--- src/rtl/hrp_pkg.sv ---
`timescale 1ns / 1ps

package hrp_pkg;

    localparam logic [7:0] CH_SP    = 8'h20;
    localparam logic [7:0] CH_CR    = 8'h0d;
    localparam logic [7:0] CH_LF    = 8'h0a;
    localparam logic [7:0] CH_COLON = 8'h3a;

    localparam logic [3:0] CNT_MAX  = 4'd15;
    localparam logic [3:0] LEN_GET  = 4'd3;
    localparam logic [3:0] LEN_POST = 4'd4;
    localparam logic [3:0] LEN_VER  = 4'd8;
    localparam logic [3:0] LEN_HOST = 4'd4;
    localparam logic [3:0] LEN_CONN = 4'd10;

    typedef enum logic [3:0] {
        PH_METHOD    = 4'd0,
        PH_URL       = 4'd1,
        PH_VERSION   = 4'd2,
        PH_VER_LF    = 4'd3,
        PH_HDR_START = 4'd4,
        PH_HDR_KEY   = 4'd5,
        PH_HDR_SKIP  = 4'd6,
        PH_HDR_VALUE = 4'd7,
        PH_HDR_LF    = 4'd8,
        PH_BODY      = 4'd9,
        PH_ERROR     = 4'd10
    } t_phase;

    typedef enum logic [3:0] {
        FK_DELIM   = 4'd0,
        FK_METHOD  = 4'd1,
        FK_URL     = 4'd2,
        FK_VERSION = 4'd3,
        FK_NAME    = 4'd4,
        FK_HOST    = 4'd5,
        FK_CONN    = 4'd6,
        FK_VALUE   = 4'd7,
        FK_BODY    = 4'd8
    } t_kind;

    typedef enum logic [1:0] {
        MC_UNKNOWN = 2'd0,
        MC_GET     = 2'd1,
        MC_POST    = 2'd2
    } t_method;

    typedef enum logic [1:0] {
        VD_PENDING   = 2'd0,
        VD_COMPLETE  = 2'd1,
        VD_MALFORMED = 2'd2
    } t_verdict;

    typedef enum logic [1:0] {
        KK_OTHER = 2'd0,
        KK_HOST  = 2'd1,
        KK_CONN  = 2'd2
    } t_key;

    typedef struct packed {
        t_phase     phase;
        logic [3:0] match_count;
        logic [1:0] match_flags;
        t_key       key_kind;
        logic [1:0] skip_left;
        logic       line_start_cr;
        t_method    method_seen;
        logic       malformed;
    } t_state;

    typedef struct packed {
        t_kind    kind;
        t_method  method;
        t_verdict verdict;
    } t_result;

    localparam t_state ST_RESET = '{
        phase:         PH_METHOD,
        match_count:   4'd0,
        match_flags:   2'b11,
        key_kind:      KK_OTHER,
        skip_left:     2'd0,
        line_start_cr: 1'b0,
        method_seen:   MC_UNKNOWN,
        malformed:     1'b0
    };

    function automatic logic [3:0] sat_inc(input logic [3:0] cnt);
        return (cnt < CNT_MAX) ? cnt + 4'd1 : cnt;
    endfunction

    function automatic logic hit_get(input logic [3:0] cnt, input logic [7:0] b);
        logic [7:0] c;
        case (cnt)
            4'd0:    c = "G";
            4'd1:    c = "E";
            4'd2:    c = "T";
            default: c = 8'h00;
        endcase
        return (cnt < LEN_GET) && (b == c);
    endfunction

    function automatic logic hit_post(input logic [3:0] cnt, input logic [7:0] b);
        logic [7:0] c;
        case (cnt)
            4'd0:    c = "P";
            4'd1:    c = "O";
            4'd2:    c = "S";
            4'd3:    c = "T";
            default: c = 8'h00;
        endcase
        return (cnt < LEN_POST) && (b == c);
    endfunction

    function automatic logic hit_ver(input logic [3:0] cnt, input logic [7:0] b);
        logic [7:0] c;
        case (cnt)
            4'd0:    c = "H";
            4'd1:    c = "T";
            4'd2:    c = "T";
            4'd3:    c = "P";
            4'd4:    c = "/";
            4'd5:    c = "1";
            4'd6:    c = ".";
            4'd7:    c = "1";
            default: c = 8'h00;
        endcase
        return (cnt < LEN_VER) && (b == c);
    endfunction

    function automatic logic hit_host(input logic [3:0] cnt, input logic [7:0] b);
        logic [7:0] c;
        case (cnt)
            4'd0:    c = "H";
            4'd1:    c = "o";
            4'd2:    c = "s";
            4'd3:    c = "t";
            default: c = 8'h00;
        endcase
        return (cnt < LEN_HOST) && (b == c);
    endfunction

    function automatic logic hit_conn(input logic [3:0] cnt, input logic [7:0] b);
        logic [7:0] c;
        case (cnt)
            4'd0:    c = "C";
            4'd1:    c = "o";
            4'd2:    c = "n";
            4'd3:    c = "n";
            4'd4:    c = "e";
            4'd5:    c = "c";
            4'd6:    c = "t";
            4'd7:    c = "i";
            4'd8:    c = "o";
            4'd9:    c = "n";
            default: c = 8'h00;
        endcase
        return (cnt < LEN_CONN) && (b == c);
    endfunction

endpackage

--- src/rtl/hrp_step.sv ---
`timescale 1ns / 1ps

module hrp_step (
    input  hrp_pkg::t_state  i_state,
    input  logic [7:0]       i_byte,
    input  logic             i_last,
    output hrp_pkg::t_state  o_state,
    output hrp_pkg::t_result o_result
);

    hrp_pkg::t_state  n_st;
    hrp_pkg::t_kind   kind;
    logic             do_key;
    logic [3:0]       key_cnt;
    logic [1:0]       key_flg;
    logic [1:0]       skip;
    hrp_pkg::t_verdict verdict;

    always_comb begin
        n_st    = i_state;
        do_key  = 1'b0;
        key_cnt = i_state.match_count;
        key_flg = i_state.match_flags;
        skip    = i_state.skip_left;

        unique case (i_state.phase)
            hrp_pkg::PH_METHOD: begin
                if (i_byte == hrp_pkg::CH_SP) begin
                    if (i_state.match_flags[0] && i_state.match_count == hrp_pkg::LEN_GET) begin
                        n_st.method_seen = hrp_pkg::MC_GET;
                        n_st.phase       = hrp_pkg::PH_URL;
                    end else if (i_state.match_flags[1]
                                 && i_state.match_count == hrp_pkg::LEN_POST) begin
                        n_st.method_seen = hrp_pkg::MC_POST;
                        n_st.phase       = hrp_pkg::PH_URL;
                    end else begin
                        n_st.malformed = 1'b1;
                        n_st.phase     = hrp_pkg::PH_ERROR;
                    end
                end else begin
                    n_st.match_flags = i_state.match_flags
                        & {hrp_pkg::hit_post(i_state.match_count, i_byte),
                           hrp_pkg::hit_get(i_state.match_count, i_byte)};
                    n_st.match_count = hrp_pkg::sat_inc(i_state.match_count);
                end
            end
            hrp_pkg::PH_URL: begin
                if (i_byte == hrp_pkg::CH_SP) begin
                    n_st.phase       = hrp_pkg::PH_VERSION;
                    n_st.match_count = 4'd0;
                    n_st.match_flags = 2'b01;
                end
            end
            hrp_pkg::PH_VERSION: begin
                if (i_byte == hrp_pkg::CH_CR) begin
                    if (i_state.match_flags[0] && i_state.match_count == hrp_pkg::LEN_VER) begin
                        n_st.phase = hrp_pkg::PH_VER_LF;
                    end else begin
                        n_st.malformed = 1'b1;
                        n_st.phase     = hrp_pkg::PH_ERROR;
                    end
                end else begin
                    n_st.match_flags = i_state.match_flags
                        & {1'b1, hrp_pkg::hit_ver(i_state.match_count, i_byte)};
                    n_st.match_count = hrp_pkg::sat_inc(i_state.match_count);
                end
            end
            hrp_pkg::PH_VER_LF, hrp_pkg::PH_HDR_LF: begin
                if (i_byte == hrp_pkg::CH_LF) begin
                    n_st.phase = hrp_pkg::PH_HDR_START;
                end else begin
                    n_st.malformed = 1'b1;
                    n_st.phase     = hrp_pkg::PH_ERROR;
                end
            end
            hrp_pkg::PH_HDR_START: begin
                n_st.match_count = 4'd0;
                n_st.match_flags = 2'b11;
                if (i_last) begin
                    n_st.malformed = 1'b1;
                    n_st.phase     = hrp_pkg::PH_ERROR;
                end else if (i_byte == hrp_pkg::CH_CR) begin
                    n_st.line_start_cr = 1'b1;
                    n_st.phase         = hrp_pkg::PH_HDR_KEY;
                end else begin
                    n_st.phase = hrp_pkg::PH_HDR_KEY;
                    do_key     = 1'b1;
                    key_cnt    = 4'd0;
                    key_flg    = 2'b11;
                end
            end
            hrp_pkg::PH_HDR_KEY: begin
                if (i_state.line_start_cr) begin
                    n_st.line_start_cr = 1'b0;
                    if (i_byte == hrp_pkg::CH_LF) begin
                        n_st.phase = hrp_pkg::PH_BODY;
                    end else begin
                        // the pending cr counts as the first name byte
                        do_key  = 1'b1;
                        key_cnt = 4'd1;
                        key_flg = 2'b00;
                    end
                end else begin
                    do_key = 1'b1;
                end
            end
            hrp_pkg::PH_HDR_SKIP: begin
                if (skip != 2'd0) begin
                    skip = skip - 2'd1;
                end
                n_st.skip_left = skip;
                if (skip == 2'd0) begin
                    n_st.phase = hrp_pkg::PH_HDR_VALUE;
                end
            end
            hrp_pkg::PH_HDR_VALUE: begin
                if (i_byte == hrp_pkg::CH_CR) begin
                    n_st.phase = hrp_pkg::PH_HDR_LF;
                end
            end
            hrp_pkg::PH_BODY: begin
                n_st.phase = hrp_pkg::PH_BODY;
            end
            default: begin
                n_st.phase     = hrp_pkg::PH_ERROR;
                n_st.malformed = 1'b1;
            end
        endcase

        // header name byte, shared by line start and name phases
        if (do_key) begin
            if (i_byte == hrp_pkg::CH_COLON) begin
                if (key_flg[0] && key_cnt == hrp_pkg::LEN_HOST) begin
                    n_st.key_kind = hrp_pkg::KK_HOST;
                end else if (key_flg[1] && key_cnt == hrp_pkg::LEN_CONN) begin
                    n_st.key_kind = hrp_pkg::KK_CONN;
                end else begin
                    n_st.key_kind = hrp_pkg::KK_OTHER;
                end
                n_st.match_count = key_cnt;
                n_st.match_flags = key_flg;
                n_st.skip_left   = 2'd1;
                n_st.phase       = hrp_pkg::PH_HDR_SKIP;
            end else begin
                n_st.match_flags = key_flg
                    & {hrp_pkg::hit_conn(key_cnt, i_byte), hrp_pkg::hit_host(key_cnt, i_byte)};
                n_st.match_count = hrp_pkg::sat_inc(key_cnt);
            end
        end
    end

    always_comb begin
        kind = hrp_pkg::FK_DELIM;
        unique case (i_state.phase)
            hrp_pkg::PH_METHOD: begin
                if (i_byte != hrp_pkg::CH_SP) begin
                    kind = hrp_pkg::FK_METHOD;
                end
            end
            hrp_pkg::PH_URL: begin
                if (i_byte != hrp_pkg::CH_SP) begin
                    kind = hrp_pkg::FK_URL;
                end
            end
            hrp_pkg::PH_VERSION: begin
                if (i_byte != hrp_pkg::CH_CR) begin
                    kind = hrp_pkg::FK_VERSION;
                end
            end
            hrp_pkg::PH_HDR_START: begin
                if (!i_last && i_byte != hrp_pkg::CH_CR && i_byte != hrp_pkg::CH_COLON) begin
                    kind = hrp_pkg::FK_NAME;
                end
            end
            hrp_pkg::PH_HDR_KEY: begin
                if (!(i_state.line_start_cr && i_byte == hrp_pkg::CH_LF)
                    && i_byte != hrp_pkg::CH_COLON) begin
                    kind = hrp_pkg::FK_NAME;
                end
            end
            hrp_pkg::PH_HDR_VALUE: begin
                if (i_byte != hrp_pkg::CH_CR) begin
                    case (i_state.key_kind)
                        hrp_pkg::KK_HOST: kind = hrp_pkg::FK_HOST;
                        hrp_pkg::KK_CONN: kind = hrp_pkg::FK_CONN;
                        default:          kind = hrp_pkg::FK_VALUE;
                    endcase
                end
            end
            hrp_pkg::PH_BODY: begin
                kind = hrp_pkg::FK_BODY;
            end
            default: begin
                kind = hrp_pkg::FK_DELIM;
            end
        endcase

        verdict = n_st.malformed ? hrp_pkg::VD_MALFORMED : hrp_pkg::VD_PENDING;
        if (i_last) begin
            verdict = (n_st.phase == hrp_pkg::PH_BODY && !n_st.malformed)
                      ? hrp_pkg::VD_COMPLETE : hrp_pkg::VD_MALFORMED;
        end
        o_state          = i_last ? hrp_pkg::ST_RESET : n_st;
        o_result.kind    = kind;
        o_result.method  = n_st.method_seen;
        o_result.verdict = verdict;
    end

endmodule

--- src/rtl/http_request_parser.sv ---
`timescale 1ns / 1ps

// channel  | valid   | stall   | payload
// ---------+---------+---------+--------------------------------------------------
// request  | i_valid | o_stall | i_data_byte, i_is_last
// result   | o_valid | i_stall | o_echo_byte, o_field_kind, o_method_code,
//          |         |         | o_verdict, o_end_mark
//
// one byte per cycle sustained while the result is not stalled
// the byte sits in an input register, is classified against the parser state in
// one step of logic and lands in the result register together with the state update
// synchronous active-low reset empties both registers and returns the parser to
// the method phase; the parser also returns there after each last byte
// a stalled result holds; the input stalls when both registers are full and the
// result is stalled

module http_request_parser (
    input  logic       i_clk,
    input  logic       i_rst_n,
    input  logic       i_valid,
    output logic       o_stall,
    input  logic [7:0] i_data_byte,
    input  logic       i_is_last,
    output logic       o_valid,
    input  logic       i_stall,
    output logic [7:0] o_echo_byte,
    output logic [3:0] o_field_kind,
    output logic [1:0] o_method_code,
    output logic [1:0] o_verdict,
    output logic       o_end_mark
);

    logic             r_in_valid;
    logic [7:0]       r_in_byte;
    logic             r_in_last;
    hrp_pkg::t_state  r_state;
    hrp_pkg::t_state  n_state;
    hrp_pkg::t_result n_result;
    logic             r_out_valid;
    logic [7:0]       r_out_byte;
    hrp_pkg::t_result r_out_result;
    logic             r_out_last;
    logic             out_free;
    logic             advance;
    logic             in_take;

    assign out_free = !r_out_valid || !i_stall;
    assign advance  = r_in_valid && out_free;
    assign o_stall  = r_in_valid && !out_free;
    assign in_take  = i_valid && !o_stall;

    hrp_step u_step (
        .i_state  (r_state),
        .i_byte   (r_in_byte),
        .i_last   (r_in_last),
        .o_state  (n_state),
        .o_result (n_result)
    );

    always_ff @(posedge i_clk) begin
        if (!i_rst_n) begin
            r_in_valid  <= 1'b0;
            r_out_valid <= 1'b0;
            r_state     <= hrp_pkg::ST_RESET;
        end else begin
            if (in_take) begin
                r_in_valid <= 1'b1;
            end else if (advance) begin
                r_in_valid <= 1'b0;
            end
            if (advance) begin
                r_out_valid <= 1'b1;
                r_state     <= n_state;
            end else if (out_free) begin
                r_out_valid <= 1'b0;
            end
        end
    end

    always_ff @(posedge i_clk) begin
        if (in_take) begin
            r_in_byte <= i_data_byte;
            r_in_last <= i_is_last;
        end
        if (advance) begin
            r_out_byte   <= r_in_byte;
            r_out_result <= n_result;
            r_out_last   <= r_in_last;
        end
    end

    assign o_valid       = r_out_valid;
    assign o_echo_byte   = r_out_byte;
    assign o_field_kind  = r_out_result.kind;
    assign o_method_code = r_out_result.method;
    assign o_verdict     = r_out_result.verdict;
    assign o_end_mark    = r_out_last;

endmodule
--- config.mk ---
export PLATFORM = sky130hd
export DESIGN_NAME = http_request_parser
export DESIGN_NICKNAME = d
export VERILOG_FILES = /design/src/rtl/hrp_pkg.sv /design/src/rtl/hrp_step.sv /design/src/rtl/http_request_parser.sv
export SDC_FILE = /design/constraint.sdc
export NUM_CORES = 1
export LEC_CHECK = 0
export ABC_AREA = 1
export ABC_CLOCK_PERIOD_IN_PS = 3670
export BUFFER_PORTS_ARGS = -buffer_cell sky130_fd_sc_hd__buf_2
export CAP_MARGIN = 5
export CORE_ASPECT_RATIO = 1.75
export CORE_UTILIZATION = 60
export DETAILED_ROUTE_END_ITERATION = 7
export GPL_ROUTABILITY_DRIVEN = 1
export PLACE_DENSITY = 0.8
export SLEW_MARGIN = 30
export SYNTH_ARGS = -nofsm -noshare
export SYNTH_HDL_FRONTEND = slang
export SYNTH_SLANG_ARGS = --single-unit
--- constraint.sdc ---
create_clock -name i_clk -period 3.67 [get_ports i_clk]
set_input_delay 0.367 -clock i_clk [delete_from_list [all_inputs] [get_ports i_clk]]
set_output_delay 0.367 -clock i_clk [all_outputs]
set_load 0.005 [all_outputs]
Word level (Yosys, flattened, before mapping)
Memories as Yosys holds them, arrays and structs flattened. A register that Yosys moved wholly into a read port is not among the register bits. Cells that the tools add are included.

Bitwise logic cells: 3. Equality and inequality tests: 38. Add/sub/neg operators: 3. Reduce and logical (&&, ||, !) cells: 42. Magnitude comparators: 7. Muxes and demuxes: 87.

Operators with widths (count): $mux 8 (11); $mux 4 (20); $pmux 7 s4 (2); $eq 8x8->1 (5); $pmux 4 s9 (1); $mux 2 (17); $pmux 4 s7 (1); $eq 4x2->1 const B (6); $eq 4x3->1 const B (6); $pmux 6 s4 (1); $pmux 7 s3 (1); $eq 4x4->1 const B (5); $logic_and 1x1->1 (18); $mux 18 (1); $mux 6 (3); $eq 8x4->1 const B (2); $eq 8x6->1 const B (2); $lt 4x4->1 const B (4); $mux 1 (16); $ne 8x6->1 const B (2); $mux 3 (5); $mux 14 (1); $eq 4x1->1 const B (3); $logic_not 4->1 (3); other kinds (26) (44).

Output and inout port bits: 19. Register bits after elaboration: 46. Bits of input ports: 13. Logic and storage cells: 199. Memory bits (read-only): 168. Memories: 2.

Memories: (no name shown) (depth 16, bits a word 7, rd ports 1, clocked after memory_dff 0, write ports 0, line hrp_pkg.sv:146) `case (cnt)`; (no name shown) (depth 8, bits a word 7, rd ports 1, clocked after memory_dff 1, write ports 0, line hrp_pkg.sv:118) `case (cnt)`.

Longest topological paths before layout
Gate-level depths: netlist of run 1.

Word-level depth: 17. Gate-level depth with buffers: 22. Gate-level depth less buffers: 21.

Modules after synthesis
From an unflattened synthesis of run 1, not the netlist that was laid out.

Cell total of the unflattened synthesis: 522. Area, all modules: 3744.8 um2.

Modules (own cells, without submodules): hrp_step (cells an instance 370, seq. area each 0.0 um2, area an instance 2040.7 um2, instances 1); http_request_parser (cells an instance 152, seq. area each 1181.1 um2, area an instance 1704.1 um2, instances 1).

Least setup slack after synthesis of run 1
Ideal clock, no wire load.

Path type: in2reg. From: input port i_stall. To: register (tool-made name). Setup time: 0.113 ns. Required time: 3.557 ns. Arrival: 2.515 ns. Path buffers: 0. Stages on the path: 13. Path slack: 1.042 ns. Cells stage by stage: nand2_1 -> inv_1 -> nor2_1 -> nand3_2 -> inv_2 -> o21ai_1 -> nor2_1 -> inv_1 -> ha_1 -> inv_1 -> nand2_1 -> nand2_2 -> nand2_1.

RTL lines: from (decl) (line http_request_parser.sv:25) `input logic i_stall,`.

==> results_dict.tcl, run 1 <==
set metrics [dict create \
    status "finished, final reports clean" \
    hold_class "primary input to register" \
    seqCellArea_um2 1320 \
    ant_nets 0 \
    fmax_ghz 0.333 \
    placed_area_um2 3770 \
    grt_pass1_vias 3516 \
    drive_gt1_share_pct 17.7 \
    yosysSeqAreaShare_pct 37.3 \
    rsz0062_at_grt "no" \
    synth_nets 508 \
    syn_avg_cell_area_um2 7.28 \
    avgViaCountPerCell 5.93 \
    area_delta_synth_final_pct 9.43 \
    crit_fanout 9 \
    p_total_w 0.00128 \
    multiInputGateArea_um2 1900 \
    final_nets 541 \
    drv_slew 0 \
    cts_setup_buffers 0 \
    antenna_found_initial 0 \
    grt_use_total_pct 36.9 \
    grt_pass1_wl_um 17100 \
    r2r-start "r_in_byte[6]$_DFFE_PP_" \
    htree_levels 2 \
    gp_congestion 1.07 \
    final_common_cell "nand2_1" \
    via_count 3538 \
    synth_cell_types 43 \
    relSlewSlack_pct 57.0 \
    ys.flop_type "dfxtp_1" \
    cts-buffers-inserted 5 \
    place_hpwl_um 8390 \
    core_um2 5630 \
    cts_sinks 53 \
    cp.required_ns 3.88 \
    drt_iter0_drc 320 \
    cts_tree "yes" \
    ys_seq_elements 53 \
    pwr_density_cell_nw_per_um2 331 \
    hold_viol 0 \
    fp.dieW_um 60.1 \
    ios 32 \
    syn_area_um2 3540 \
    nFillCells 487 \
    hp-start "i_is_last" \
    synth-edff-count 26 \
    max-cap-violations 0 \
    tightest_slew_ns 0.629 \
    holdBufCountCts 0 \
    initial_core_util_pct 62.9 \
    drc 0 \
    critPathLaunch "r_in_byte[6]$_DFFE_PP_" \
    clock_skew_ns 0.0142 \
    final_core_utilization_pct 68.9 \
    drt_first_pass_iters 5 \
    clock-root-buffer "clkbuf_8" \
    fin_crit_ns 3.00 \
    setup_viol 0 \
    port_buffers 31 \
    diodes 0 \
    vdd_ir_drop_max_mv 0.270 \
    synth_cells 487 \
    clkLatencyLatePin_ns 0.31 \
    async_flop_share_pct 0 \
    p_leak_nw 1.76 \
    die_area_um2 6230 \
    cts_resized 0 \
    yosysWarnings 0 \
    clockBufferDepth 2 \
    fin_setup_tns_ns 0 \
    overflow 0 \
    final_area_um2 3880 \
    setup.worst_path.start_class "register" \
    dieHeight_um 104 \
    final_cell_mix "nand2_1 (109), inv_1 (59), nor2_1 (51), a21oi_1 (34)" \
    path_clk_slew_ns 0.10 \
    wl_um 10800 \
    wl_per_cell_um 18.1 \
    crit_path_end_kind "register" \
    finalCritPeriodShare_pct 81.7 \
    std_cell_rows 36 \
    path_class "register to register" \
    hold_slack_ns 0.224 \
    grt_start_max_net_pins 23 \
    worstPathArrival_ns 3.21 \
]
[metal layers]
metal | global-route usage [%] | part of all wire [%] | up-vias
met1 | 37.6 | 34 | 1600
li1 | - | - | 1686
met4 | 25.9 | 7.5 | 0
met3 | 7.87 | 6.0 | 63
met2 | 62.9 | 52 | 189
met5 | 0 | 0 | -
[worst max-delay path: stages, from the launching register on]
cell	delay (ns)
edfxtp_1	0.57
inv_2	0.14
nand2_2	0.07
nor2_4	0.15
nand2_2	0.14
o21ai_2	0.30
nand2_2	0.16
inv_2	0.17
nand3_2	0.11
nand3_2	0.13
inv_2	0.08
nand2_1	0.06
o21ai_1	0.08
nor2_1	0.14
inv_1	0.11
ha_1	0.20
inv_1	0.07
nand2_1	0.07
nand2_2	0.08
nand2_1	0.05
[layout make-up]
type / count / share of cell area, %
tap: 76 / 2.45
multi-input combinational: 352 / 49.0
inverter: 74 / 7.23
timing repair buffer: 34 / 4.58
sequential: 53 / 34.1
clock buffer: 7 / 2.52
clock inverter: 1 / 0.129
[cells by family after synthesis]
logic type	Yosys count	share of synthesized area [%]
multiplexers	1	0.282
adder cells (fa/ha/maj)	8	2.82
flip-flops	53	37.3
AO/OA/AOI/OAI	92	15.2
AND/OR/NAND/NOR	245	33.8
XOR/XNOR	6	1.48
buffers and inverters	82	9.15
[synthesized netlist by cell type, types with 6 or more instances]
library cell | number | area [µm²]
a21oi_1 | 34 | 170
nor2_1 | 52 | 195
nor3_1 | 6 | 30.0
edfxtp_1 | 26 | 781
o2111ai_1 | 7 | 61.3
dfxtp_1 | 27 | 541
inv_1 | 59 | 221
ha_1 | 8 | 100
nand2_2 | 11 | 68.8
nand3_1 | 30 | 150
nand4_1 | 9 | 56.3
inv_2 | 12 | 45.0
o21ai_0 | 31 | 155
xor2_1 | 6 | 52.6
nand2_1 | 109 | 409
[per-stage QoR]
step / std cells / worst slack (ns)
floorplan: 487 / 1.04
global placement: 589 / 0.801
detailed placement: 589 / 0.734
CTS: 597 / 0.682
global route: 597 / 0.357
finish: 597 / 0.671
[power by group]
part | switching, W | total, W | leakage (nW) | internal [W]
Clock | 0.000191 | 0.000367 | 0.0534 | 0.000175
Combinational | 0.000157 | 0.000231 | 1.24 | 0.0000745
Sequential | 0.0000338 | 0.000684 | 0.466 | 0.000650
Total | 0.000382 | 0.00128 | 1.76 | 0.000900
[final timing paths]
path	endpoint	slack (ns)	depth (start not counted)
hold / removal	r_in_last$_DFFE_PP_	0.22	1
setup reg to reg	register	0.67	19
hold reg to reg	r_state[0]$_SDFFE_PN0P_	0.47	2
setup / recovery	register	0.67	19
(Power assumes the default switching activity.)
==> inputs of run 2 (changes only) <==
- ABC_CLOCK_PERIOD_IN_PS: 3670 -> 3000
- clock period: 3.67 -> 3 ns (I/O delays scaled with it)
==> results_dict.tcl, run 2 (synthesized netlist as in run 1, its figures left out) <==
set metrics [dict create \
    status "finished, final reports clean" \
    grt_pass1_wl_um 17100 \
    grt_pass1_vias 3538 \
    crit_top_cell "nand2_1" \
    grt_start_max_net_pins 21 \
    rsz0062_at_grt "no" \
    hold_class "primary input to register" \
    drt_iter0_drc 342 \
    critPathLaunch "r_state[16]$_SDFFE_PN0P_" \
    gp_congestion 1.00 \
    final_common_cell "nand2_1" \
    crit_path_end_kind "register" \
    drive_gt1_share_pct 21.1 \
    fmax_ghz 0.362 \
    hold_path_depth 1 \
    slowest_stage "dfxtp_1" \
    ios 32 \
    place_hpwl_um 8660 \
    hold_end "r_in_last$_DFFE_PP_" \
    p_total_w 0.00168 \
    std_cell_rows 36 \
    crit_buf_inv 4 \
    crit_fanout 8 \
    seqCellArea_um2 1320 \
    hp-start "i_is_last" \
    relSlewSlack_pct 65.3 \
    r2r-start "r_state[16]$_SDFFE_PN0P_" \
    fin_crit_ns 2.76 \
    tightest_slew_ns 0.508 \
    fp.dieW_um 60.1 \
    worstPathArrival_ns 2.98 \
    path_clk_slew_ns 0.10 \
    ant_nets 0 \
    hold_slack_ns 0.156 \
    core_um2 5630 \
    wl_per_cell_um 18.0 \
    multiInputGateArea_um2 1920 \
    pwr_density_cell_nw_per_um2 414 \
    initial_core_util_pct 62.9 \
    fin_setup_tns_ns 0 \
    clock-root-buffer "clkbuf_8" \
    drv_slew 0 \
    clkLatencyLatePin_ns 0.32 \
    finalCritPeriodShare_pct 92.1 \
    die_area_um2 6230 \
    p_leak_nw 1.86 \
    final_area_um2 4060 \
    path_class "register to register" \
    setup.worst_path.start_class "register" \
    cp_cell_sequence "inv_2 -> nor2_4 -> nand2_2 -> nor2_4 -> nand2_4 -> nand2_2 -> nand2_4 -> inv_2 -> nand2_1 -> o21ai_0 -> o311ai_0 -> nand3_1 -> nand2_1 -> nand3_1 -> inv_1 -> ha_1 -> inv_1 -> nand2_1 -> nand2_2 -> nand2_1" \
    vdd_ir_drop_max_mv 0.275 \
    cp.required_ns 3.22 \
    dieHeight_um 104 \
    port_buffers 31 \
    htree_levels 2 \
    clock_skew_ns 0.0120 \
    r2r_slack_ns 0.24 \
    final_cell_mix "nand2_1 (109), inv_1 (59), nor2_1 (50), a21oi_1 (34)" \
    avgViaCountPerCell 5.94 \
    diodes 0 \
    overflow 0 \
    antenna_found_initial 0 \
    crit_family "simple AND/OR/NAND/NOR gates" \
    drc 0 \
    cpPeakStageDelay_ns 0.52 \
    nFillCells 458 \
    placed_area_um2 3860 \
    cts_tree "yes" \
    grt_use_total_pct 37.5 \
    final_nets 560 \
    area_delta_synth_final_pct 14.7 \
    hold_viol 0 \
    r2r_cells 20 \
    setup_viol 0 \
    max-cap-violations 0 \
    cts_sinks 53 \
    clockBufferDepth 2 \
    drt_first_pass_iters 5 \
    cts-buffers-inserted 5 \
    via_count 3659 \
    wl_um 11100 \
]
## run 2: how the worst max path moves through the flow
stage | endpoint | cells after the start
2_1_floorplan | register | 13
3_3_place_gp | register | 19
3_5_place_dp | register | 19
4_1_cts | register | 19
5_1_grt | register | 19
6_report | register | 20
## run 2: layer usage
layer	global-route usage (%)	share of wire [%]
met4	28.6	9.0
met1	37.2	33
met2	63.3	52
met3	8.99	6.1
met5	0	0
## run 2: what timing repair did
item / CTS / global route
setup buffers: 0 / 7
hold buffers: 0 / 0
gates resized for setup: 0 / 4
setup endpoints to repair: 0 / 4
## run 2: layout make-up
type	count	share of cell area, %
clock buffers	6	2.31
inverters	74	6.90
multi-input cells	352	47.2
well taps	76	2.34
clock inverters	2	0.862
repair buffers	53	7.88
flip-flops and latches	53	32.6
## run 2: through the flow
stage | instances | util [%] | worst slack [ns]
5_1_grt | 616 | 72.2 | 0.00735
4_1_cts | 609 | 70.9 | 0.164
6_report | 616 | 72.2 | 0.238
2_1_floorplan | 487 | - | 0.434
3_5_place_dp | 601 | 68.6 | 0.174
3_3_place_gp | 601 | 68.6 | 0.272
## run 2: where the power goes
part	internal (W)	switching (W)	leakage, nW
clock network	0.000298	0.000244	0.0663
logic	0.000108	0.000205	1.33
registers	0.000796	0.0000302	0.467
## run 2: worst register-to-register path, delay by kind of cell (launching register included)
kind                     cells  cell delay (ns)
adder cells (fa/ha/maj)      1             0.19
buffers and inverters        4             0.36
AO/OA/AOI/OAI                2             0.37
AND/OR/NAND/NOR             13             1.25
flip-flops                   1             0.52
